**config.mk**
```make
export PLATFORM = sky130hd
export DESIGN_NAME = tvm_ram
export DESIGN_NICKNAME = d
export VERILOG_FILES = /design/src/rtl/core/tiny_vm_instruction_step_macros.svh /design/src/rtl/core/tvm_ram.sv
export SDC_FILE = /design/constraint.sdc
export NUM_CORES = 2
export LEC_CHECK = 0
export CAP_MARGIN = 20
export CORE_ASPECT_RATIO = 0.6
export CORE_MARGIN = 2
export CORE_UTILIZATION = 25
export DETAILED_ROUTE_END_ITERATION = 10
export DONT_BUFFER_PORTS = 1
export GPL_TIMING_DRIVEN = 0
export PLACE_DENSITY_LB_ADDON = 0.08
export SYNTH_ARGS = -nofsm -noshare
export SYNTH_HDL_FRONTEND = slang
export SYNTH_SLANG_ARGS = --single-unit
```
**constraint.sdc**
```tcl
create_clock -name clk -period 9.19 [get_ports clk]
set_input_delay 0.4595 -clock clk [delete_from_list [all_inputs] [get_ports clk]]
set_output_delay 0.4595 -clock clk [all_outputs]
set_load 0.02 [all_outputs]
```
**src/rtl/core/tiny_vm_instruction_step_macros.svh**
```systemverilog
// Assertion macros shared by the RTL of the instruction step block.
// Both forms expect a clock named clk in scope; ASSERT_AT also expects an active-high reset named rst.
`ifndef TINY_VM_INSTRUCTION_STEP_MACROS_SVH
`define TINY_VM_INSTRUCTION_STEP_MACROS_SVH

`ifndef ASSERT_OFF
`define ASSERT_AT(label, prop, msg) \
  label: assert property (@(posedge clk) disable iff (rst) prop) else $error(msg);
`define ASSERT_NR(label, prop, msg) \
  label: assert property (@(posedge clk) prop) else $error(msg);
`else
`define ASSERT_AT(label, prop, msg)
`define ASSERT_NR(label, prop, msg)
`endif

`endif

```
**src/rtl/core/tvm_ram.sv**
```systemverilog
module tvm_ram #(
  parameter int WIDTH = 64,
  parameter int DEPTH = 64,
  parameter int READS = 1,
  localparam int AW = (DEPTH > 1) ? $clog2(DEPTH) : 1
) (
  input  logic             clk,
  input  logic             we,
  input  logic [AW-1:0]    waddr,
  input  logic [WIDTH-1:0] wdata,
  input  logic [AW-1:0]    raddr [READS],
  output logic [WIDTH-1:0] rdata [READS]
);

  logic [WIDTH-1:0] mem [DEPTH];

  always_ff @(posedge clk) begin
    if (we) begin
      mem[waddr] <= wdata;
    end
  end

  always_ff @(posedge clk) begin
    for (int i = 0; i < READS; i++) begin
      rdata[i] <= mem[raddr[i]];
    end
  end

endmodule

```
==> metrics <==
outcome=complete, no violations; Critical Path AT=5.27 ns; PortBufs=0; vias=77900; clk buf depth=5; CTS tree=yes; Critical Setup Path Class=in2reg; post-synth net total=6676; first-pass GRT wire length=753000 um; vias in the first global route=78000; effective utilization at floorplan=25.2%; Mapped Area=156000 um^2; minimum clock period=4.46 ns; Distinct cells, synth=33; switching share of power=23.4%; Top Ports=142; Clock power frac=42.5%; headroom to the max-slew limit=11.2%; Leakage Power=0.0579 uW; worst-margin pin slew=1.33 ns; Starting DRT DRC Count=10900; Die X-Extent=1020 um; Slew Viols, Final=0; Die H=617 um; Root Buffer Master=clkbuf_16; sequential share of power=51.3%; Ys Warns=0; FF+latch count, synth=4160; worst-case reg-to-reg path depth=5; final hold slack=0.0681 ns; startpoint types=primary input; total CTS buffers=454; # clock sinks=4160; NetSw=9610 uW; Pint=31500 uW; Post-Place Worst Slack=3.71 ns; overall power=41100 uW; die area=632000 um^2; PwrDens=217 nW/um^2; Logic pwr share=6.2%; DRC Markers=0; CP Data Required Time=10.01 ns; CTS H-Tree Depth=5; drt first pass iters=5; area growth from synthesis to layout=21.1%; fin area=189000 um^2; area post-placement=173000 um^2; Fin Clk Skew=0.0725 ns; grt ovf=0; wirelength, routed=574000 um; DP HPWL=403000 um; final core utilization=30.4%; latest clock arrival within the worst-skew pair=1.07 ns; Final Hold Vio Count=0; Routed wire per std cell=35.5 um; register area share after synthesis=79.5%; Placer Congestion=0.737; total of max-cap violations=0; Period Utilization, post-route=48.5%; Worst Hold Class=in2reg; Mapped Avg Cell Area=23.7 um^2; Syn Inst Count=6598; maximum fanout along the worst path=10; Peak Freq=224 MHz; total global-route track usage=17.8%; number of core rows=224; vias per cell=4.83; Core Box Area=622000 um^2; share of layout cells above drive strength 1=30.1%; antenna viol nets, final=0; Setup WS post-layout=4.73 ns; Worst Hold Path Cells=2; VDD IR max=0.149 mV; largest net degree at the start of global routing=65; Setup Fix Bufs, Post-CTS=0; layout net count=7572; RSZ-0062 raised after global routing=no; # setup viols final=0; critical path capture point type=register; antenna violations before repair=108; Clock Pin Slew Worst Setup and Hold Paths=0.06 ns
## per-layer routing
layer,up-vias,track usage [%],wire length [um],part of all wire [%]
met5,-,0,86,0.015
met4,12,2.88,9130,1.6
li1,30400,-,-,-
met3,618,3.47,42800,7.5
met1,43800,29.2,292000,51
met2,3057,24.4,230000,40
## placed cells by master, fill, tap and decap left out, types with 11 or more instances in the layout
master         Yosys  final
mux4_2          1024   1024
buf_6              6     35
buf_4             34     55
inv_1             19     19
o22ai_2            0     17
nor2_4             0     62
a41oi_1           26     12
mux2i_1          135    135
and3_1            64     64
a2bb2oi_1         19     19
edfxtp_1        4096   4096
clkinvlp_4         0     15
a22oi_1          168    168
bufinv_16          0     20
a22o_1            88     88
or3_1             29     29
a211oi_1          63     57
buf_12             0    208
buf_16             0     81
a41oi_2            0     14
clkinv_1           0    103
or2_2             28     28
o22ai_1           83     66
clkinv_2           0     86
nand3_1           45     45
dlygate4sd3_1      0     65
buf_1             20     19
buf_2            170    172
nand2_1           58     58
o221ai_1          38     37
nor2b_1           28     28
buf_8              0     34
dfxtp_1           64     64
clkbuf_16          0    461
nor2_1           112     49
diode_2            0     55
clkbuf_1         140    227
nand2b_1          11     11
## cells by family after synthesis
kind of cell / share of synthesized area, %
flip-flops: 79.5
multiplexers: 15.6
AO/OA/AOI/OAI: 2.48
buffers and inverters: 1.18
AND/OR/NAND/NOR: 1.24
## repair_timing
item | CTS | global route
hold endpoints to repair | 4099 | 0
resized for setup | 0 | 0
hold buffers | 129 | 0
endpoints found under the setup margin | 0 | 0
## cell type report
type,count,area (um^2)
clock inverters,239,1720
clock buffers,559,11900
inverters,19,71.3
diodes,55,138
well taps,8249,10300
plain buffers,370,1790
flip-flops and latches,4160,124000
multi-input cells,2049,31000
fillers,59700,432000
repair buffers,440,8050
## cell usage after synthesis (all sizes together)
cell,number,area share (%)
or3b,1,0.0056
or2,28,0.11
nand2b,11,0.044
nand3b,2,0.0096
nor2b,28,0.11
nand3,45,0.14
mux2i,135,0.86
buf,230,0.80
o22ai,83,0.33
nand4b,1,0.0056
a31o,1,0.0056
nor2,112,0.27
or3,29,0.12
a22o,88,0.49
a211oi,63,0.30
o221ai,38,0.21
a2bb2oi,19,0.11
a41oi,26,0.15
a22oi,168,0.81
nor3,2,0.0064
clkbuf,140,0.34
and2,3,0.012
a31oi,18,0.072
nand2,58,0.14
dfxtp,64,0.82
and3,64,0.26
edfxtp,4096,79
inv,19,0.046
mux4,1024,15
nand4,2,0.0080
## power by group through the flow
stage	Combinational [uW]	Clock (uW)	Sequential (uW)
finish	2560	17500	21100
global route	2690	18700	21100
CTS	2600	18000	21100
detailed placement	2100	0	21500
global placement	1960	0	21500
floorplan	978	0	21500
## path summary, 6_finish.rpt
kind,from,endpoint,slack (ns)
setup / recovery,raddr[2],rdata[43],4.73
hold / removal,waddr[0],mem[52][63],0.07
setup reg to reg,mem[11][48],rdata[48],6.04
hold reg to reg,mem[42][44],rdata[44],0.90
## critical path, stage by stage
cell and delay (ns):
buf_2 0.24, buf_4 0.46, buf_2 0.56, buf_2 0.74, buf_4 0.45, mux2i_1 0.12
o22ai_1 0.60, a41oi_2 0.37, a211oi_1 1.17
## through the flow
step	setup TNS [ns]	std cells
6_report	0	16100
5_1_grt	0	16100
4_1_cts	0	16100
3_5_place_dp	0	15200
3_3_place_gp	-1713.28	14800
2_1_floorplan	0	6598
## state kept, by name (all words and copies together), names as in the netlist
name   cells
mem     4096
rdata     64
(Power assumes the default switching activity.)
