File: src/rtl/core/tiny_vm_instruction_step_macros.svh
// Assertion macros shared by the RTL of the instruction step block.
// Both forms expect a clock named clk in scope; ASSERT_AT also expects an active-high reset named rst.
`ifndef TINY_VM_INSTRUCTION_STEP_MACROS_SVH
`define TINY_VM_INSTRUCTION_STEP_MACROS_SVH

`ifndef ASSERT_OFF
`define ASSERT_AT(label, prop, msg) \
  label: assert property (@(posedge clk) disable iff (rst) prop) else $error(msg);
`define ASSERT_NR(label, prop, msg) \
  label: assert property (@(posedge clk) prop) else $error(msg);
`else
`define ASSERT_AT(label, prop, msg)
`define ASSERT_NR(label, prop, msg)
`endif

`endif

File: src/rtl/core/tvm_pkg.sv
package tvm_pkg;

  localparam int VAL_BITS   = 64;
  localparam int A_BITS     = 16;
  localparam int SLOT_BITS  = 16;
  localparam int NPC_BITS   = 16;
  localparam int DIGIT_BITS = 8;

  localparam logic [1:0] REQ_EXEC  = 2'd0;
  localparam logic [1:0] REQ_LOAD  = 2'd1;
  localparam logic [1:0] REQ_CLEAR = 2'd2;

  localparam logic [3:0] OP_SET    = 4'd0;
  localparam logic [3:0] OP_CMP    = 4'd1;
  localparam logic [3:0] OP_ADD    = 4'd2;
  localparam logic [3:0] OP_IN2ST  = 4'd3;
  localparam logic [3:0] OP_ST2OUT = 4'd4;
  localparam logic [3:0] OP_RES2ST = 4'd5;
  localparam logic [3:0] OP_JMP    = 4'd6;
  localparam logic [3:0] OP_JE     = 4'd7;
  localparam logic [3:0] OP_JNE    = 4'd8;
  localparam logic [3:0] OP_JL     = 4'd9;
  localparam logic [3:0] OP_JLE    = 4'd10;
  localparam logic [3:0] OP_JG     = 4'd11;
  localparam logic [3:0] OP_JGE    = 4'd12;

  localparam logic [1:0] FLAG_EQ   = 2'd0;
  localparam logic [1:0] FLAG_LT   = 2'd1;
  localparam logic [1:0] FLAG_GT   = 2'd2;
  localparam logic [1:0] FLAG_NONE = 2'd3;

  typedef struct packed {
    logic [1:0]                 req_type;
    logic [3:0]                 opcode;
    logic signed [A_BITS-1:0]   operand_a;
    logic signed [VAL_BITS-1:0] operand_b;
  } req_t;

  typedef struct packed {
    logic [NPC_BITS-1:0]        next_pc;
    logic                       out_valid;
    logic [SLOT_BITS-1:0]       out_slot;
    logic signed [VAL_BITS-1:0] out_value;
    logic [1:0]                 flag_now;
  } rsp_t;

endpackage

File: src/rtl/core/tvm_mod_reduce.sv
module tvm_mod_reduce #(
  parameter int DIVISOR = 64,
  localparam int IdxW = (DIVISOR > 1) ? $clog2(DIVISOR) : 1
) (
  input  logic                         clk,
  input  logic                         rst,
  input  logic                         start,
  input  logic [tvm_pkg::VAL_BITS-1:0] value,
  output logic                         busy,
  output logic [IdxW-1:0]              index
);

  import tvm_pkg::*;

  localparam bit POW2 = (DIVISOR & (DIVISOR - 1)) == 0;

  // Weight of digit k: 2^(k*DIGIT_BITS) reduced below the divisor.
  function automatic longint unsigned weight(input int k);
    longint unsigned w;
    w = 64'd1;
    for (int i = 0; i < k * DIGIT_BITS; i++) begin
      w = w * 64'd2;
      if (w >= 64'(DIVISOR)) begin
        w = w - 64'(DIVISOR);
      end
    end
    return w;
  endfunction

  if (POW2) begin : g_mask
    localparam logic [VAL_BITS-1:0] MASK = VAL_BITS'(DIVISOR - 1);
    logic [VAL_BITS-1:0] masked;

    assign masked = value & MASK;
    assign busy   = 1'b0;

    always_ff @(posedge clk) begin
      if (rst) begin
        index <= '0;
      end else if (start) begin
        index <= masked[IdxW-1:0];
      end
    end
  end else begin : g_fold
    localparam int STEPS = VAL_BITS / DIGIT_BITS;
    localparam int SUMW  = DIGIT_BITS + IdxW + $clog2(STEPS);
    localparam int SH    = SUMW + IdxW;
    localparam int RCW   = SUMW + 1;
    localparam int PW    = SUMW + RCW;
    localparam int QW    = PW - SH;
    localparam logic [PW-1:0] RECIP =
      PW'(((64'd1 << SH) + 64'(DIVISOR) - 64'd1) / 64'(DIVISOR));
    localparam logic [SUMW-1:0] DIV = SUMW'(DIVISOR);

    logic [SUMW-1:0] term [STEPS];
    logic [SUMW-1:0] fold;
    logic [SUMW-1:0] folded;
    logic [PW-1:0]   prod;
    logic [QW-1:0]   quot;
    logic [SUMW-1:0] diff;
    logic [IdxW-1:0] rem;
    logic [1:0]      left;

    // Each digit times its weight keeps the value modulo the divisor, so the
    // 64-bit operand folds into a short sum. The sum is then divided exactly
    // by a multiply with a rounded-up reciprocal, and the remainder follows.
    for (genvar k = 0; k < STEPS; k++) begin : g_term
      localparam logic [SUMW-1:0] W = SUMW'(weight(k));
      assign term[k] = SUMW'(value[k*DIGIT_BITS +: DIGIT_BITS]) * W;
    end

    always_comb begin
      fold = '0;
      for (int k = 0; k < STEPS; k++) begin
        fold = fold + term[k];
      end
    end

    assign prod = PW'(folded) * RECIP;
    assign diff = folded - SUMW'(quot) * DIV;

    always_ff @(posedge clk) begin
      if (rst) begin
        left <= '0;
        rem  <= '0;
      end else if (start) begin
        folded <= fold;
        left   <= 2'd2;
      end else if (left == 2'd2) begin
        quot <= prod[SH +: QW];
        left <= 2'd1;
      end else if (left == 2'd1) begin
        rem  <= diff[IdxW-1:0];
        left <= 2'd0;
      end
    end

    assign busy  = (left != '0);
    assign index = rem;
  end

endmodule

File: config.mk
export PLATFORM = sky130hd
export DESIGN_NAME = tvm_mod_reduce
export DESIGN_NICKNAME = d
export VERILOG_FILES = /design/src/rtl/core/tiny_vm_instruction_step_macros.svh /design/src/rtl/core/tvm_pkg.sv /design/src/rtl/core/tvm_mod_reduce.sv
export SDC_FILE = /design/constraint.sdc
export NUM_CORES = 1
export LEC_CHECK = 0
export ABC_AREA = 1
export BUFFER_PORTS_ARGS = -buffer_cell sky130_fd_sc_hd__buf_2
export CAP_MARGIN = 30
export CORE_AREA = 2 2 39 41
export CTS_CLUSTER_SIZE = 25
export DETAILED_ROUTE_END_ITERATION = 10
export DIE_AREA = 0 0 41 43
export PLACE_DENSITY = 0.89
export SYNTH_ARGS = -nofsm -noshare
export SYNTH_HDL_FRONTEND = slang
export SYNTH_SLANG_ARGS = --single-unit
File: constraint.sdc
create_clock -name clk -period 1.3 [get_ports clk]
set_clock_uncertainty 0.05 [all_clocks]
set_input_delay 0.195 -clock clk [delete_from_list [all_inputs] [get_ports clk]]
set_output_delay 0.195 -clock clk [all_outputs]
set_load 0.05 [all_outputs]
==> impl_results.rst, run 1 <==
.. list-table::
   :header-rows: 1

   * - Metric
     - Value
   * - Result of the run
     - complete, no violations
   * - Count of flip-flops with a built-in enable after synthesis
     - 0
   * - Number of cell rows
     - 14
   * - Crit-path slowest cell
     - sky130_fd_sc_hd__dfxtp_1
   * - Total congestion overflow
     - 0
   * - Min-delay src
     - value[1]
   * - Net Count, Synth
     - 107
   * - Comb pwr share
     - 0.220
   * - Number of failing setup endpoints in the final timing report
     - 0
   * - Num CTS Buffers
     - 3
   * - WP data required
     - 1050 ps
   * - First-pass detailed-route iteration total
     - 1
   * - Final max-slew violation count
     - 0
   * - Flip-flop cell with the highest count after synthesis
     - sky130_fd_sc_hd__dfxtp_1
   * - Proportion of synthesized chip area in sequential cells
     - 0.464
   * - Netlist area before placement
     - 259 sq um
   * - Leak Pwr
     - 0.221 nW
   * - Distinct cell type count after synthesis
     - 7
   * - Number of buffers and inverters on the critical path
     - 1
   * - Share of the clock period used by the worst path after layout
     - 0.824
   * - Share of the core filled with cells in the final layout
     - 0.255
   * - Number of warnings printed during yosys synthesis
     - 0
   * - Number of global-route vias before repair
     - 199
   * - Maximum clock frequency
     - 933 MHz
   * - Top cell type by total area after synthesis
     - sky130_fd_sc_hd__dfxtp_1
   * - Worst Slack Setup Final
     - 228 ps
   * - Buffer count from post-CTS setup fixing
     - 0
   * - Number of max-cap violations
     - 0
   * - Starting density of the core
     - 0.187
   * - Post-cts resize count
     - 0
   * - TNS Setup
     - 0 ps
   * - Area growth from synthesis to layout
     - 36.2%
   * - Category of the critical setup timing path
     - register to primary output
   * - TritonCTS clock tree
     - built
   * - Largest fanout on the critical path
     - 2
   * - Clock Sink Count
     - 6
   * - Critical path's largest stage delay
     - 320 ps
   * - Maximum number of pins on one net before global-route repair
     - 13
   * - Deepest clock path buffer count
     - 2
   * - Critical path arrival
     - ~830 ps
   * - Post-synth ARST share
     - 0
   * - Hold Violations, Final
     - 0
   * - Leading cell types by total area after synthesis
     - sky130_fd_sc_hd__dfxtp_1 (46%), sky130_fd_sc_hd__nand2_1 (17%), sky130_fd_sc_hd__nor2_1 (17%), sky130_fd_sc_hd__inv_1 (10%), sky130_fd_sc_hd__buf_6 (4.3%)
   * - Clock insertion delay at the later pin of the skew report
     - 240 ps
   * - Switching power as a share of total power
     - 0.313
   * - Clock share of power
     - 0.357
   * - H-tree depth reported by CTS
     - 1
   * - First DRT Iteration DRCs
     - 0
   * - Sequential cell area
     - 120 sq um
   * - Internal power component
     - 330 uW
   * - Synth top area share
     - 0.464
   * - Worst hold margin
     - 191 ps
   * - Routability Congestion
     - 0.622
   * - Post-Place Setup Slack
     - 484 ps
   * - Final critical path time including I/O delays and setup
     - 1070 ps
   * - RSZ-0062 raised after global routing
     - false
   * - Vias per cell
     - 3.37
   * - CP Launch Point
     - index[1]
   * - Number of fillers in the final layout
     - 160
   * - Most frequent cells after synthesis
     - sky130_fd_sc_hd__nand2_1 (12), sky130_fd_sc_hd__nor2_1 (12), sky130_fd_sc_hd__inv_1 (7)
   * - Global router's overall resource usage
     - 0.0731
   * - DP HPWL
     - 403 um
   * - Share of layout cells above drive strength 1
     - 0.309
   * - Number of hold buffers added after CTS
     - 0
   * - Critical-path cell list
     - buf_2
   * - Worst vdd rail ir drop
     - 0.359 mV
   * - Largest Register
     - index
   * - Library cell used as clock root buffer
     - sky130_fd_sc_hd__clkbuf_4
   * - Number of instances in the synthesized netlist
     - 40
   * - Number of nets in the layout
     - around 120
   * - Diodes inserted
     - 0
   * - WL final
     - 532 um
   * - Clock edge transition at the registers on the reported setup and hold paths
     - 50 ps
   * - Power Dens Cells
     - 1360 nW/um^2
   * - Area of combinational cells with multiple inputs
     - 93.8 sq um
   * - Reg power frac
     - 0.423
   * - DRC violation count after routing
     - 0
   * - Global-route wire length before repair
     - 779 um
   * - Reg2reg start
     - index[3]
   * - Path category of the worst min-delay check
     - input pin to register
   * - Setup crit start kind
     - register
   * - Antenna-violating nets left
     - 0
   * - Area of the core
     - 1380 sq um
   * - Average routed wire per standard cell
     - 7.49 um
   * - PortBufs
     - 14
   * - Synthesized flop and latch total
     - 6
   * - Cell family with most CP delay
     - flip-flops
   * - Synthesized area per cell
     - ~6.5 sq um
   * - Num ports
     - 74
   * - Number of antenna violations at the first check in global routing
     - 0
   * - Via count
     - 239
   * - Die boundary height
     - roughly 43 um
   * - Flip-flop count of the largest register after layout
     - 6
   * - Horizontal die dimension
     - 41 um
   * - Top flop regs
     - index x6
   * - Area of the die
     - 1760 sq um
   * - Switching power summed over all nets
     - 151 uW
   * - Endpoint type of the worst setup path
     - primary output
==> stage by stage <==
stage / power, mW / std cells / area (sq um)
after floorplan: 0.290 / 40 / 259
after global placement: 0.311 / 68 / 330
after detailed placement: 0.313 / 68 / 330
after CTS: 0.495 / 71 / 353
after global routing: 0.521 / 71 / 353
final: 0.480 / 71 / 353
==> cell type report <==
type / instances / share of cell area
inverters: 7 / 0.0745
well taps: 16 / 0.0567
flip-flops and latches: 6 / 0.340
multi-input cells: 25 / 0.266
repair buffers: 14 / 0.199
clock buffers: 3 / 0.0638
==> routing by layer <==
metal | vias to the layer above | GRT usage | share of wire
met1 | 89 | 0.0860 | 0.45
li1 | 140 | - | -
met3 | 0 | 0.0471 | 0.11
met2 | 10 | 0.0781 | 0.44
met4 | 0 | 0.0800 | 0
met5 | - | 0 | 0
==> power groups by stage <==
stage | clock (mW) | combinational [mW] | sequential, mW
2_1_floorplan | 0 | 0.0383 | 0.252
3_3_place_gp | 0 | 0.105 | 0.206
3_5_place_dp | 0 | 0.107 | 0.207
4_1_cts | 0.185 | 0.107 | 0.203
5_1_grt | 0.202 | 0.115 | 0.204
6_report | 0.172 | 0.106 | 0.203
==> worst paths after layout <==
path	cells after the start	end	slack (ps)
worst max-delay path	1	index[1]	230
worst min-delay path	5	index[1]	190
worst max register to register	2	index[3]	710
worst min register to register	2	index[0]	420
==> cell families (layout without fill, tap and decap cells) <==
| group | count (synthesis) | after routing | share of synthesized area |
|---|---|---|---|
| flip-flops | 6 | 6 | 0.464 |
| buffers and inverters | 9 | 24 | 0.174 |
| other | 1 | 1 | 0.0145 |
| AND/OR/NAND/NOR | 24 | 24 | 0.348 |
==> cell usage in the layout (no fill, tap or decap) <==
cell type / Yosys / final
sky130_fd_sc_hd__conb_1: 1 / 1
sky130_fd_sc_hd__nand2_1: 12 / 12
sky130_fd_sc_hd__clkbuf_4: 0 / 3
sky130_fd_sc_hd__buf_2: 0 / 14
sky130_fd_sc_hd__dfxtp_1: 6 / 6
sky130_fd_sc_hd__nor2_1: 12 / 12
sky130_fd_sc_hd__inv_1: 7 / 7
No activity file was read; power rests on OpenSTA's default activity.
==> run 2: changes to the inputs <==
--- a/config.mk
+++ b/config.mk
@@ -5,14 +5,14 @@
 export SDC_FILE = /design/constraint.sdc
 export NUM_CORES = 1
 export LEC_CHECK = 0
-export ABC_AREA = 1
+export ABC_AREA = 0
 export BUFFER_PORTS_ARGS = -buffer_cell sky130_fd_sc_hd__buf_2
 export CAP_MARGIN = 30
-export CORE_AREA = 2 2 39 41
+export CORE_AREA = 2 2 41 43
 export CTS_CLUSTER_SIZE = 25
 export DETAILED_ROUTE_END_ITERATION = 10
-export DIE_AREA = 0 0 41 43
-export PLACE_DENSITY = 0.89
+export DIE_AREA = 0 0 43 45
+export PLACE_DENSITY = 0.8
 export SYNTH_ARGS = -nofsm -noshare
 export SYNTH_HDL_FRONTEND = slang
 export SYNTH_SLANG_ARGS = --single-unit
==> constraint.sdc (replaced) <==
create_clock -name clk -period 1 [get_ports clk]
set_clock_uncertainty 0.05 [all_clocks]
set_input_delay 0.15 -clock clk [delete_from_list [all_inputs] [get_ports clk]]
set_output_delay 0.15 -clock clk [all_outputs]
set_load 0.05 [all_outputs]
==> run 2 against run 1 <==
Cell count decreased by 27%. Utilization decreased by 2.3 points. Via count down 23%. Wire length decreased by 14%. Non-clock buffer count unchanged. Largest power group unchanged.
==> impl_results.rst, run 2 <==
.. list-table::
   :header-rows: 1

   * - Metric
     - Value
   * - Result of the run
     - complete, no violations
   * - Area growth from synthesis to layout
     - 51.7%
   * - Starting density of the core
     - 0.153
   * - Flip-flop count of the largest register after layout
     - 6
   * - Area of the die
     - 1940 sq um
   * - Number of instances in the synthesized netlist
     - 21
   * - Final max-slew violation count
     - 0
   * - Flip-flop cell with the highest count after synthesis
     - sky130_fd_sc_hd__dfxtp_1
   * - DRC violation count after routing
     - 0
   * - Cell family with most CP delay
     - flip-flops
   * - Number of cell rows
     - 14
   * - Synth top area share
     - 0.533
   * - Die boundary height
     - 45 um
   * - Power Dens Cells
     - approximately 1800 nW/um^2
   * - Worst vdd rail ir drop
     - 0.308 mV
   * - Buffer count from post-CTS setup fixing
     - 0
   * - First DRT Iteration DRCs
     - 0
   * - Vias per cell
     - 3.52
   * - Hold Violations, Final
     - 0
   * - Path depth of the worst reg2reg path
     - 2
   * - WL final
     - about 460 um
   * - Final critical path time including I/O delays and setup
     - 956 ps
   * - Largest fanout on the critical path
     - 2
   * - Leak Pwr
     - 0.178 nW
   * - Number of antenna violations at the first check in global routing
     - 0
   * - Deepest clock path buffer count
     - 2
   * - Number of max-cap violations
     - 0
   * - Top cell type by total area after synthesis
     - sky130_fd_sc_hd__dfxtp_1
   * - Num CTS Buffers
     - 3
   * - Largest Register
     - index
   * - Maximum clock frequency
     - 1050 MHz
   * - Number of hold buffers added after CTS
     - 0
   * - TNS Setup
     - 0 ps
   * - Share of layout cells above drive strength 1
     - 0.472
   * - Num ports
     - 74
   * - WP data required
     - 800 ps
   * - Critical path's largest stage delay
     - 320 ps
   * - Diodes inserted
     - 0
   * - Category of the critical setup timing path
     - register to primary output
   * - Number of warnings printed during yosys synthesis
     - 0
   * - Global-route wire length before repair
     - around 740 um
   * - Net Count, Synth
     - 88
   * - Library cell used as clock root buffer
     - sky130_fd_sc_hd__clkbuf_4
   * - Proportion of synthesized chip area in sequential cells
     - 0.533
   * - H-tree depth reported by CTS
     - 1
   * - Share of the core filled with cells in the final layout
     - 0.232
   * - Global router's overall resource usage
     - 0.0556
   * - Stages on worst setup path
     - 1
   * - Area of the core
     - 1470 sq um
   * - TritonCTS clock tree
     - built
   * - Critical path arrival
     - 760 ps
   * - DP HPWL
     - 375 um
   * - Total congestion overflow
     - 0
   * - Number of global-route vias before repair
     - 177
   * - Routability Congestion
     - 0.529
   * - Setup crit start kind
     - register
   * - Via count
     - 183
   * - Synthesized flop and latch total
     - 6
   * - First-pass detailed-route iteration total
     - 1
   * - RSZ-0062 raised after global routing
     - false
   * - Most frequent cells after synthesis
     - sky130_fd_sc_hd__dfxtp_1 (6), sky130_fd_sc_hd__mux2i_1 (6), sky130_fd_sc_hd__nor2_1 (6)
   * - Path category of the worst min-delay check
     - input pin to register
   * - Clock insertion delay at the later pin of the skew report
     - 230 ps
   * - Post-synth ARST share
     - 0
   * - Number of failing setup endpoints in the final timing report
     - 0
   * - Hold path cells
     - 3
   * - Top flop regs
     - index x6
   * - Endpoint type of the worst setup path
     - primary output
   * - Most common cell after layout, fill and taps aside
     - sky130_fd_sc_hd__buf_2
   * - Leading cell types by total area after synthesis
     - sky130_fd_sc_hd__dfxtp_1 (53%), sky130_fd_sc_hd__mux2i_1 (27%), sky130_fd_sc_hd__nor2_1 (10%), sky130_fd_sc_hd__buf_6 (5.0%), sky130_fd_sc_hd__buf_4 (3.3%)
   * - Commonest cells after routing, fill and taps aside
     - sky130_fd_sc_hd__buf_2 (8), sky130_fd_sc_hd__mux2i_1 (6), sky130_fd_sc_hd__nor2_1 (6), sky130_fd_sc_hd__dfxtp_1 (6), sky130_fd_sc_hd__buf_4 (4)
   * - Number of nets in the layout
     - 105
   * - Count of flip-flops with a built-in enable after synthesis
     - 0
   * - Crit-path slowest cell
     - sky130_fd_sc_hd__dfxtp_1
   * - Synthesized area per cell
     - 10.7 sq um
   * - Clock Sink Count
     - 6
   * - Number of buffers and inverters on the critical path
     - 1
   * - Distinct cell type count after synthesis
     - 6
   * - Maximum number of pins on one net before global-route repair
     - 7
   * - PortBufs
     - 14
   * - Share of the clock period used by the worst path after layout
     - 0.956
   * - Horizontal die dimension
     - 43 um
   * - Average routed wire per standard cell
     - 8.81 um
   * - Critical-path cell list
     - buf_4
   * - Antenna-violating nets left
     - 0
   * - Netlist area before placement
     - 225 sq um
   * - Clock edge transition at the registers on the reported setup and hold paths
     - around 40 ps
-- run 2: cell types whose count changed after synthesis --
cell / delta
sky130_fd_sc_hd__nor2_1: -6
sky130_fd_sc_hd__mux2i_1: +6
sky130_fd_sc_hd__inv_1: -7
sky130_fd_sc_hd__nand2_1: -12
-- run 2: stage by stage --
step / hold WS, ps / worst slack [ps] / area [sq um] / power (mW) / instances
global placement: 339 / 232 / 297 / 0.381 / 49
floorplan: 172 / 68.0 / 225 / 0.355 / 21
global route: 112 / 16.1 / 342 / 0.636 / 52
detailed placement: 343 / 217 / 297 / 0.383 / 49
CTS: 98.0 / 26.8 / 334 / 0.609 / 52
finish: 103 / 44.0 / 342 / 0.601 / 52
-- run 2: repair_timing --
action,CTS,global route
pin swaps,0,0
resized for setup,6,2
setup endpoints to repair,6,2
-- run 2: path summary, 6_finish.rpt --
kind / start / to / slack (ps)
hold / removal: value[5] / index[5] / 100
setup / recovery: index[0] / index[0] / 40
hold reg to reg: index[5] / index[5] / 440
setup reg to reg: index[1] / index[1] / 350
-- run 2: report_power, final --
group,internal (mW),switching (mW)
Combinational,0.0452,0.0825
Sequential,0.255,0.00766
Clock,0.135,0.0760
Total,0.435,0.166
-- run 2: layout make-up --
cell class | count | area (sq um)
fillers | 169 | 1130
flip-flops and latches | 6 | 120
repair buffers | 14 | 92.6
multi-input cells | 13 | 86.3
clock buffers | 3 | 22.5
well taps | 16 | 20.0
-- run 2: cell families after synthesis --
| kind of cell | after synthesis | share of synthesized area |
|---|---|---|
| buf+inv | 2 | 0.0833 |
| flops | 6 | 0.533 |
| other cells | 1 | 0.0167 |
| simple gates | 6 | 0.100 |
| mux | 6 | 0.267 |
-- run 2: metal layers --
metal	share of wire	routed length [um]	track usage	vias to the layer above
met5	0	0	0	-
met4	0	0	0.0182	0
met3	0.10	46	0.0480	0
met2	0.53	242	0.0879	6
met1	0.37	169	0.0539	81
li1	-	-	-	96
==> run 3: changes to the inputs <==
--- a/config.mk
+++ b/config.mk
@@ -8,11 +8,13 @@
 export ABC_AREA = 0
 export BUFFER_PORTS_ARGS = -buffer_cell sky130_fd_sc_hd__buf_2
 export CAP_MARGIN = 30
-export CORE_AREA = 2 2 41 43
+export CELL_PAD_IN_SITES_DETAIL_PLACEMENT = 1
+export CELL_PAD_IN_SITES_GLOBAL_PLACEMENT = 1
+export CORE_AREA = 2 2 51 53
 export CTS_CLUSTER_SIZE = 25
 export DETAILED_ROUTE_END_ITERATION = 10
-export DIE_AREA = 0 0 43 45
-export PLACE_DENSITY = 0.8
+export DIE_AREA = 0 0 53 55
+export PLACE_DENSITY = 0.95
 export SYNTH_ARGS = -nofsm -noshare
 export SYNTH_HDL_FRONTEND = slang
 export SYNTH_SLANG_ARGS = --single-unit
==> constraint.sdc (replaced) <==
create_clock -name clk -period 1.09 [get_ports clk]
set_clock_uncertainty 0.05 [all_clocks]
set_input_delay 0.1635 -clock clk [delete_from_list [all_inputs] [get_ports clk]]
set_output_delay 0.1635 -clock clk [all_outputs]
set_load 0.05 [all_outputs]
==> run 3 against run 2 <==
Die area grew 51%. Combinational power shrank 13%. Setup slack gained 7.3 ps. Via count grew 1.6%. Hold slack gained 19 ps. Non-clock buffer count is the same. Clock power shrank 9%. Sequential share of layout area is the same. Total power shrank 9.6%. Critical path type unchanged. Critical endpoint is now index[4].
==> impl_results.rst, run 3 (synthesis gave the netlist of run 2 again) <==
.. list-table::
   :header-rows: 1

   * - Metric
     - Value
   * - Clock Sink Count
     - 6
   * - RSZ-0062 raised after global routing
     - false
   * - Critical path arrival
     - 830 ps
   * - Area of the core
     - 2360 sq um
   * - Area growth from synthesis to layout
     - 51.7%
   * - Stages on worst setup path
     - 1
   * - Number of fillers in the final layout
     - 288
   * - Critical-path cell list
     - buf_2
   * - Share of the core filled with cells in the final layout
     - 0.144
   * - Number of buffers and inverters on the critical path
     - 1
   * - Number of max-cap violations
     - 0
   * - Crit-path slowest cell
     - sky130_fd_sc_hd__dfxtp_1
   * - Diodes inserted
     - 0
   * - Final critical path time including I/O delays and setup
     - slightly above 1000 ps
   * - Starting density of the core
     - 0.0952
   * - Horizontal die dimension
     - 53 um
   * - First-pass detailed-route iteration total
     - 1
   * - Clock share of power
     - 0.355
   * - Min-delay src
     - rst
   * - Largest fanout on the critical path
     - 2
   * - Worst Slack Setup Final
     - 51.2 ps
   * - Power Dens Cells
     - 1590 nW/um^2
   * - Via count
     - 186
   * - Maximum clock frequency
     - between 900 and 1000 MHz
   * - H-tree depth reported by CTS
     - 1
   * - Hold Violations, Final
     - 0
   * - Number of nets in the layout
     - 105
   * - Global-route wire length before repair
     - 890 um
   * - Cell family with most CP delay
     - flip-flops
   * - TNS Setup
     - 0 ps
   * - Area of combinational cells with multiple inputs
     - 86.3 sq um
   * - Total congestion overflow
     - 0
   * - Clock edge transition at the registers on the reported setup and hold paths
     - approximately 40 ps
   * - Critical path's largest stage delay
     - 320 ps
   * - Post-Place Setup Slack
     - 282 ps
   * - Routability Congestion
     - 0.590
   * - Number of cell rows
     - 18
   * - Reg2reg start
     - index[3]
   * - PortBufs
     - 14
   * - First DRT Iteration DRCs
     - 0
   * - Worst vdd rail ir drop
     - 0.282 mV
   * - Global router's overall resource usage
     - 0.0479
   * - Switching power summed over all nets
     - 153 uW
   * - WP data required
     - 880 ps
   * - Top flop regs
     - index x6
   * - Switching power as a share of total power
     - 0.281
   * - Most common cell after layout, fill and taps aside
     - sky130_fd_sc_hd__buf_2
   * - Result of the run
     - complete, no violations
   * - Setup crit start kind
     - register
   * - Sequential cell area
     - 120 sq um
   * - Num ports
     - between 70 and 80
   * - Deepest clock path buffer count
     - 2
   * - Comb pwr share
     - 0.204
   * - Path depth of the worst reg2reg path
     - 2
   * - Number of failing setup endpoints in the final timing report
     - 0
   * - Area of the die
     - a little under 3000 sq um
   * - Number of global-route vias before repair
     - 217
   * - Library cell used as clock root buffer
     - sky130_fd_sc_hd__clkbuf_4
   * - Commonest cells after routing, fill and taps aside
     - sky130_fd_sc_hd__buf_2 (12), sky130_fd_sc_hd__mux2i_1 (6), sky130_fd_sc_hd__nor2_1 (6), sky130_fd_sc_hd__dfxtp_1 (6), sky130_fd_sc_hd__clkbuf_4 (5)
   * - Final max-slew violation count
     - 0
   * - Share of layout cells above drive strength 1
     - 0.472
   * - DRC violation count after routing
     - 0
   * - Final instance area
     - 342 sq um
   * - Category of the critical setup timing path
     - register to primary output
   * - CP Launch Point
     - index[4]
   * - WL final
     - 566 um
   * - Reg power frac
     - 0.441
   * - Hold path cells
     - 2
   * - Antenna-violating nets left
     - 0
   * - Leak Pwr
     - 0.174 nW
   * - Die boundary height
     - 55 um
   * - Number of hold buffers added after CTS
     - 0
   * - Internal power component
     - 391 uW
   * - Num CTS Buffers
     - 3
   * - TritonCTS clock tree
     - built
   * - Flip-flop count of the largest register after layout
     - 6
   * - Share of the clock period used by the worst path after layout
     - 0.953
   * - Endpoint type of the worst setup path
     - primary output
   * - Largest Register
     - index
   * - Clock insertion delay at the later pin of the skew report
     - 240 ps
   * - Maximum number of pins on one net before global-route repair
     - 7
   * - Vias per cell
     - 2.82
   * - Path category of the worst min-delay check
     - input pin to register
   * - Average routed wire per standard cell
     - 8.58 um
   * - Number of antenna violations at the first check in global routing
     - 0
   * - Post-DP Area
     - 314 sq um
-- run 3: changes by cell type in the layout (fill, tap and decap cells not counted), sizes merged --
cell    previous run  this run
clkbuf             3         5
buf               14        12
-- run 3: final timing paths --
check	end	slack, ps
setup / recovery	index[4]	50
hold / removal	index[2]	120
setup reg to reg	index[3]	450
hold reg to reg	index[5]	440
-- run 3: through the flow --
step	total power, mW	hold slack, ps	cells
2_1_floorplan	0.325	186	21
3_3_place_gp	0.350	351	63
3_5_place_dp	0.354	362	63
4_1_cts	0.557	115	66
5_1_grt	0.576	134	66
6_report	0.543	122	66
-- run 3: what timing repair did --
item / in CTS / in global routing
endpoints found under the setup margin: 0 / 2
gates resized for setup: 0 / 2
hold endpoints to repair: 0 / 0
buffers inserted: 0 / 0
-- run 3: power groups by stage --
stage	combinational, mW	sequential (mW)	clock (mW)
final	0.111	0.240	0.193
after CTS	0.111	0.240	0.207
after detailed placement	0.111	0.244	0
after global routing	0.118	0.242	0.216
after floorplan	0.0364	0.289	0
after global placement	0.107	0.242	0
-- run 3: per-layer routing --
layer	up-vias	GRT usage	wire [um]
li1	95	-	-
met1	88	0.0290	127
met2	3	0.0958	402
met3	0	0.0215	35
met4	0	0.0513	0
met5	-	0	0
-- run 3: worst register-to-register path, delay by kind of cell (launching register included) --
family	cells	cell delay, ps
and+or+nand+nor	1	60
muxes	1	120
DFF	1	310
-- run 3: area by class of cell --
| class | instances | share of cell area |
|---|---|---|
| Multi-Input combinational cell | 13 | 0.253 |
| Timing Repair Buffer | 14 | 0.220 |
| Tap cell | 30 | 0.110 |
| Sequential cell | 6 | 0.352 |
| Clock buffer | 3 | 0.0659 |
